==> src/hw/rtl/row_vector_pearson_correlation_unit_defines.svh <==
// ---------------------------------------------------------------------------
// Assertion macros for the row/vector correlation unit
// Shared concurrent assertion forms; compiled out with NO_ASSERTIONS.
// ---------------------------------------------------------------------------
`ifndef ROW_VECTOR_PEARSON_CORRELATION_UNIT_DEFINES_SVH
`define ROW_VECTOR_PEARSON_CORRELATION_UNIT_DEFINES_SVH

`ifndef NO_ASSERTIONS
// same-cycle implication
`define CPC_ASSERT_IMPLIES(label, clk, rst, ante, cons, msg) \
   label: assert property (@(posedge clk) disable iff (rst) (ante) |-> (cons)) else $error(msg);
// next-cycle implication
`define CPC_ASSERT_NEXT(label, clk, rst, ante, cons, msg) \
   label: assert property (@(posedge clk) disable iff (rst) (ante) |=> (cons)) else $error(msg);
`else
`define CPC_ASSERT_IMPLIES(label, clk, rst, ante, cons, msg)
`define CPC_ASSERT_NEXT(label, clk, rst, ante, cons, msg)
`endif

`endif

==> src/hw/rtl/cpc_pkg.sv <==
// ---------------------------------------------------------------------------
// Correlation unit package
// Widths, codes and the row snapshot passed from front to back.
// ---------------------------------------------------------------------------
`default_nettype none

package cpc_pkg;

   localparam int SAMPLE_BITS = 16;
   localparam int MAX_LENGTH  = 256;
   localparam int LEN_BITS    = $clog2(MAX_LENGTH);
   localparam int SUM_BITS    = SAMPLE_BITS + LEN_BITS;
   localparam int SQ_BITS     = 2 * SAMPLE_BITS + LEN_BITS;
   localparam int COL_BITS    = 8;
   localparam int NLEN_BITS   = 9;
   localparam int ROW_BITS    = 8;
   localparam int CORR_BITS   = 16;

   // effective length clamp
   localparam int MAX_N_INT = (MAX_LENGTH < 256) ? MAX_LENGTH : 256;
   localparam logic [NLEN_BITS-1:0] MAX_N = NLEN_BITS'(MAX_N_INT);

   // back-end arithmetic
   localparam int TERM_BITS = SQ_BITS + NLEN_BITS + 2;
   localparam int MAG_BITS  = SQ_BITS + LEN_BITS;
   localparam int PROD_BITS = 2 * MAG_BITS + 2 * CORR_BITS;
   localparam int QBITS     = CORR_BITS;
   localparam int QIDX_BITS = $clog2(QBITS);
   localparam logic [QBITS-1:0] Q_MAX     = QBITS'(32768);
   localparam logic [QBITS-1:0] Q_POS_MAX = QBITS'(32767);

   // queue
   localparam int QUEUE_DEPTH = 2;
   localparam int QPTR_BITS   = $clog2(QUEUE_DEPTH);
   localparam int QCNT_BITS   = $clog2(QUEUE_DEPTH + 1);

   // register map
   localparam int CSR_ADDR_BITS = 2;
   localparam int CSR_DATA_BITS = 32;
   localparam logic [CSR_ADDR_BITS-1:0] REG_VECTOR_LENGTH = '0;
   localparam logic [NLEN_BITS-1:0] VECTOR_LENGTH_RESET = NLEN_BITS'(256);

   typedef enum logic {
      OP_LOAD_REF = 1'b0,
      OP_ROW      = 1'b1
   } op_type;

   localparam logic STATUS_VALID     = 1'b0;
   localparam logic STATUS_UNDEFINED = 1'b1;

   typedef struct packed {
      logic [ROW_BITS-1:0]  row_number;
      logic [NLEN_BITS-1:0] n;
      logic [SUM_BITS-1:0]  row_sum;
      logic [SQ_BITS-1:0]   row_square_sum;
      logic [SQ_BITS-1:0]   cross_sum;
      logic [SUM_BITS-1:0]  ref_sum;
      logic [SQ_BITS-1:0]   ref_square_sum;
   } snap_type;

endpackage

`default_nettype wire

==> src/hw/rtl/cpc_queue.sv <==
// ---------------------------------------------------------------------------
// Row snapshot queue
// Short FIFO decoupling the accumulating front from the arithmetic back.
// ---------------------------------------------------------------------------
`default_nettype none
`include "row_vector_pearson_correlation_unit_defines.svh"

module cpc_queue (
   input  logic              clock,
   input  logic              reset,
   input  logic              push,
   input  cpc_pkg::snap_type push_data,
   output logic              full,
   input  logic              pop,
   output cpc_pkg::snap_type pop_data,
   output logic              empty
);
   import cpc_pkg::*;

   snap_type               entry_ff [QUEUE_DEPTH];
   logic [QPTR_BITS-1:0]   wr_ptr_ff;
   logic [QPTR_BITS-1:0]   rd_ptr_ff;
   logic [QCNT_BITS-1:0]   count_ff;

   assign full     = (count_ff == QCNT_BITS'(QUEUE_DEPTH));
   assign empty    = (count_ff == '0);
   assign pop_data = entry_ff[rd_ptr_ff];

   always_ff @(posedge clock) begin
      if (push) begin
         entry_ff[wr_ptr_ff] <= push_data;
      end
   end

   // pointers and fill count
   always_ff @(posedge clock) begin
      if (reset) begin
         wr_ptr_ff <= '0;
         rd_ptr_ff <= '0;
         count_ff  <= '0;
      end else begin
         if (push) begin
            wr_ptr_ff <= (wr_ptr_ff == QPTR_BITS'(QUEUE_DEPTH - 1)) ? '0
                         : wr_ptr_ff + QPTR_BITS'(1);
         end
         if (pop) begin
            rd_ptr_ff <= (rd_ptr_ff == QPTR_BITS'(QUEUE_DEPTH - 1)) ? '0
                         : rd_ptr_ff + QPTR_BITS'(1);
         end
         if (push && !pop) begin
            count_ff <= count_ff + QCNT_BITS'(1);
         end else if (pop && !push) begin
            count_ff <= count_ff - QCNT_BITS'(1);
         end
      end
   end

   `CPC_ASSERT_IMPLIES(a_no_overflow, clock, reset, push, !full, "push into full queue")
   `CPC_ASSERT_IMPLIES(a_no_underflow, clock, reset, pop, !empty, "pop from empty queue")
   `CPC_ASSERT_NEXT(a_push_lands, clock, reset, push && !pop, !empty, "pushed entry lost")

endmodule

`default_nettype wire

==> config.mk <==
export PLATFORM = sky130hd
export DESIGN_NAME = cpc_queue
export DESIGN_NICKNAME = d
export VERILOG_FILES = /design/src/hw/rtl/cpc_pkg.sv /design/src/hw/rtl/cpc_queue.sv
export VERILOG_INCLUDE_DIRS = /design/src /design/src/hw/rtl
export SDC_FILE = /design/constraint.sdc
export NUM_CORES = 1
export LEC_CHECK = 0
export BUFFER_PORTS_ARGS = -buffer_cell sky130_fd_sc_hd__clkbuf_2
export CAP_MARGIN = 10
export CORE_AREA = 5 5 170 172
export DETAILED_ROUTE_END_ITERATION = 10
export DIE_AREA = 0 0 175 177
export PLACE_DENSITY = 0.79
export SYNTH_ARGS = -nofsm -noshare
export SYNTH_HDL_FRONTEND = slang
export SYNTH_SLANG_ARGS = --single-unit
==> constraint.sdc <==
create_clock -name clock -period 11.6 [get_ports clock]
set_input_delay 1.16 -clock clock [delete_from_list [all_inputs] [get_ports clock]]
set_output_delay 1.16 -clock clock [all_outputs]
set_load 0.01 [all_outputs]
==> metrics.md <==
| Metric | Value |
|---|---|
| Stages on worst setup path | `4` |
| Reg-to-Reg Start | `wr_ptr_ff` |
| Port Buffers | `375` |
| CTS Buf Count | `38` |
| Crit Path Max Fanout | `56` |
| Min-delay src | `count_ff[1]` |
| WP buf/inv | `3` |
| Synth-to-layout area growth | `24.41%` |
| IO Pins | `376` |
| Net Sw Frac | `0.2100` |
| Largest net degree at the start of global routing | `186` |
| Synth Cell Area | `14180 µm²` |
| Worst slew margin | `0.2894` |
| Nets | `1188` |
| Power Internal | `2535 µW` |
| Setup repair bufs after CTS | `0` |
| Clk_lat worst skew | `0.50 ns` |
| Yosys warning total | `0` |
| Root Buffer | `clkbuf_16` |
| Synthesized area per cell | `23.71 µm²` |
| Fin. Hold Viols | `0` |
| Drt first-iter violations | `380` |
| Largest cells by area after synthesis | `edfxtp_1, mux2_4, mux2_2` |
| Outcome | `complete, no violations` |
| Adder-Cell Fraction of Synth Area | `0.0008824` |
| Cell breakdown of the critical path | `buf_4 -> buf_4 -> mux2_2 -> clkbuf_2` |
| Worst-Margin Slew | `1.066 ns` |
| CP most frequent cell | `buf_4` |
| Clk_skew | `0.007457 ns` |
| Post-synthesis xor/xnor area fraction | `0.002471` |
| Worst-path clk slew | `0.06 ns` |
| # rows | `61` |
| R2R cell count | `2` |
| CTS tree | `yes` |
| Switch Pwr | `674.1 µW` |
| Final setup TNS | `0 ns` |
| Crit path DAT | `3.38 ns` |
| Slew Viols, Final | `0` |
| DR vias/cell | `5.023` |
| Comb power frac | `0.112` |
| Peak supply drop | `0.1366 mV` |
| Critical Path Source Type | `register` |
| # clock sinks | `375` |
| Compound-Gate Fraction of Synth Area | `0.0007059` |
| Top cell type's share of synthesized area | `0.7836` |
| Syn Nets | `788` |
| Antenna diodes | `0` |
| Post-synthesis mux area share | `0.1866` |
| Setup slack, reg-to-reg | `9.28 ns` |
| Initial core utilization | `0.5190` |
| Largest area contributor in the netlist | `edfxtp_1` |
| Post-layout util | `0.6456` |
| Initial antenna violation count | `1` |
| Hold WC Path Type | `register to register` |
| Post-DP HPWL | `18520 µm` |
| Mapped Cells | `598` |
| Die Area | `30980 µm²` |
| Synth cell types | `16` |
| CP top delay family | `buffers and inverters` |
| Largest family of logic cells by synthesized area | `multiplexers` |
| H-tree depth | `2` |
| Post-synthesis sequential area ratio | `0.7906` |
| Hold Path Stages | `2` |
| Vias | `6891` |
| Fmax | `220.2 MHz` |
| Total Wirelength | `27340 µm` |
| Unrepaired setup endpoints after global routing | `false` |
| Minimum clock period | `4.542 ns` |
| Drt first pass iters | `4` |
| Overflow after GRT | `0` |
| First-pass GRT wire length | `41240 µm` |
| GP Congestion | `0.7356` |
| Final-report setup violation count | `0` |
| Clock Path Buffers | `3` |
| Slowest CP cell | `buf_4` |
| Power per cell area | `181.9 nW/µm²` |
| Max-Cap Viols | `0` |
| Tcrit/Tclk final | `0.3915` |
| Post-Synth Simple-Gate Area | `0.003088` |
| Vias in the first global route | `7521` |
| Gr usage total | `0.1718` |
| Wire per inst | `19.93 µm` |
| Post-cts hold buffer count | `0` |
| Flop pwr share | `0.502` |
| Crit path kind | `register to output port` |
| Die Y | `177 µm` |
| Worst Path Required | `10.44 ns` |
| Highest cell delay on the worst timing path | `0.85 ns` |
| Clock power share | `0.386` |
| Post-CTS Resized | `0` |
| Antenna Nets Post-Route | `0` |
| Crit end category | `output port` |
| P_leak | `0.007050 µW` |
| DRC Markers | `0` |
| Die W | `175 µm` |
| FF+latch count, synth | `375` |
| Core area | `27320 µm²` |
| Layout cells sized above 1 | `0.6072` |
## metal layers
layer | global-route usage | wire [µm] | vias up
met5 | 0 | 20 | -
met4 | 0.05761 | 727 | 2
met3 | 0.05832 | 2270 | 53
met2 | 0.3110 | 14620 | 262
met1 | 0.1910 | 9701 | 3386
li1 | - | - | 3188
## power by group through the flow
stage	Sequential (µW)	Clock, µW	Combinational [µW]
detailed placement	1640	0	365
finish	1610	1240	360
CTS	1610	1270	367
global route	1620	1340	385
global placement	1630	0	360
floorplan	1650	0	231
## area by class of cell
type	count	area (µm²)
Timing Repair Buffer	381	1934
Clock inverter	17	203.9
Inverter	1	3.754
Tap cell	346	432.9
Fill cell	1909	9683
Clock buffer	51	1094
Multi-Input combinational cell	201	2758
Sequential cell	375	11210
## cells in the mapped netlist
cell	instances
mux2_4	150
ha_1	1
dfxtp_1	5
xor2_1	2
edfxtp_1	370
xnor2_1	2
or3_1	1
nor2_1	5
mux2_2	35
buf_2	3
nor2b_1	2
inv_1	1
buf_6	18
and2_1	1
a21oi_1	1
o21ai_0	1
## cells in the final DEF (no fill, tap or decap), types with 2 or more instances in the layout
cell type | netlist | layout
clkbuf_2 | 0 | 375
edfxtp_1 | 370 | 370
mux2_4 | 150 | 150
clkbuf_16 | 0 | 41
mux2_2 | 35 | 35
clkbuf_1 | 0 | 7
clkinv_1 | 0 | 7
nor2_1 | 5 | 5
bufinv_16 | 0 | 5
buf_4 | 0 | 5
clkinv_2 | 0 | 4
dfxtp_1 | 5 | 4
clkbuf_8 | 0 | 3
xor2_1 | 2 | 2
xnor2_1 | 2 | 2
## state kept, by name, indices dropped and copies added, names as in the netlist, named ones only
signal,count
rd_ptr_ff,1
count_ff,2
wr_ptr_ff,1
entry_ff,370
## worst paths after layout
path	to
setup / recovery	pop_data[9]
hold / removal	count_ff[1]
setup reg to reg	entry_ff[1][129]
hold reg to reg	count_ff[1]
## worst min-delay path, stage by stage (launching register included)
cell and delay [ns]:
dfxtp_1 0.32, o21ai_0 0.08, a21oi_1 0.06
## cell families after synthesis
logic type | after synthesis
adder cells (fa/ha/maj) | 1
buffers and inverters | 22
AND/OR/NAND/NOR | 9
AO/OA/AOI/OAI | 2
XOR/XNOR | 4
multiplexers | 185
flip-flops | 375
## stage by stage
stage	power (µW)	hold WS, ns	instances	worst slack (ns)	cell area, µm²
finish	3209	0.5093	1372	7.058	17640
global route	3338	0.5492	1372	6.877	17640
CTS	3249	0.5133	1372	7.017	17640
detailed placement	2004	0.5032	1304	7.565	16340
global placement	1993	0.4811	1304	7.596	16340
floorplan	1877	0.4608	598	1.702	14180
Note: power is estimated with default switching activity, not from simulation.
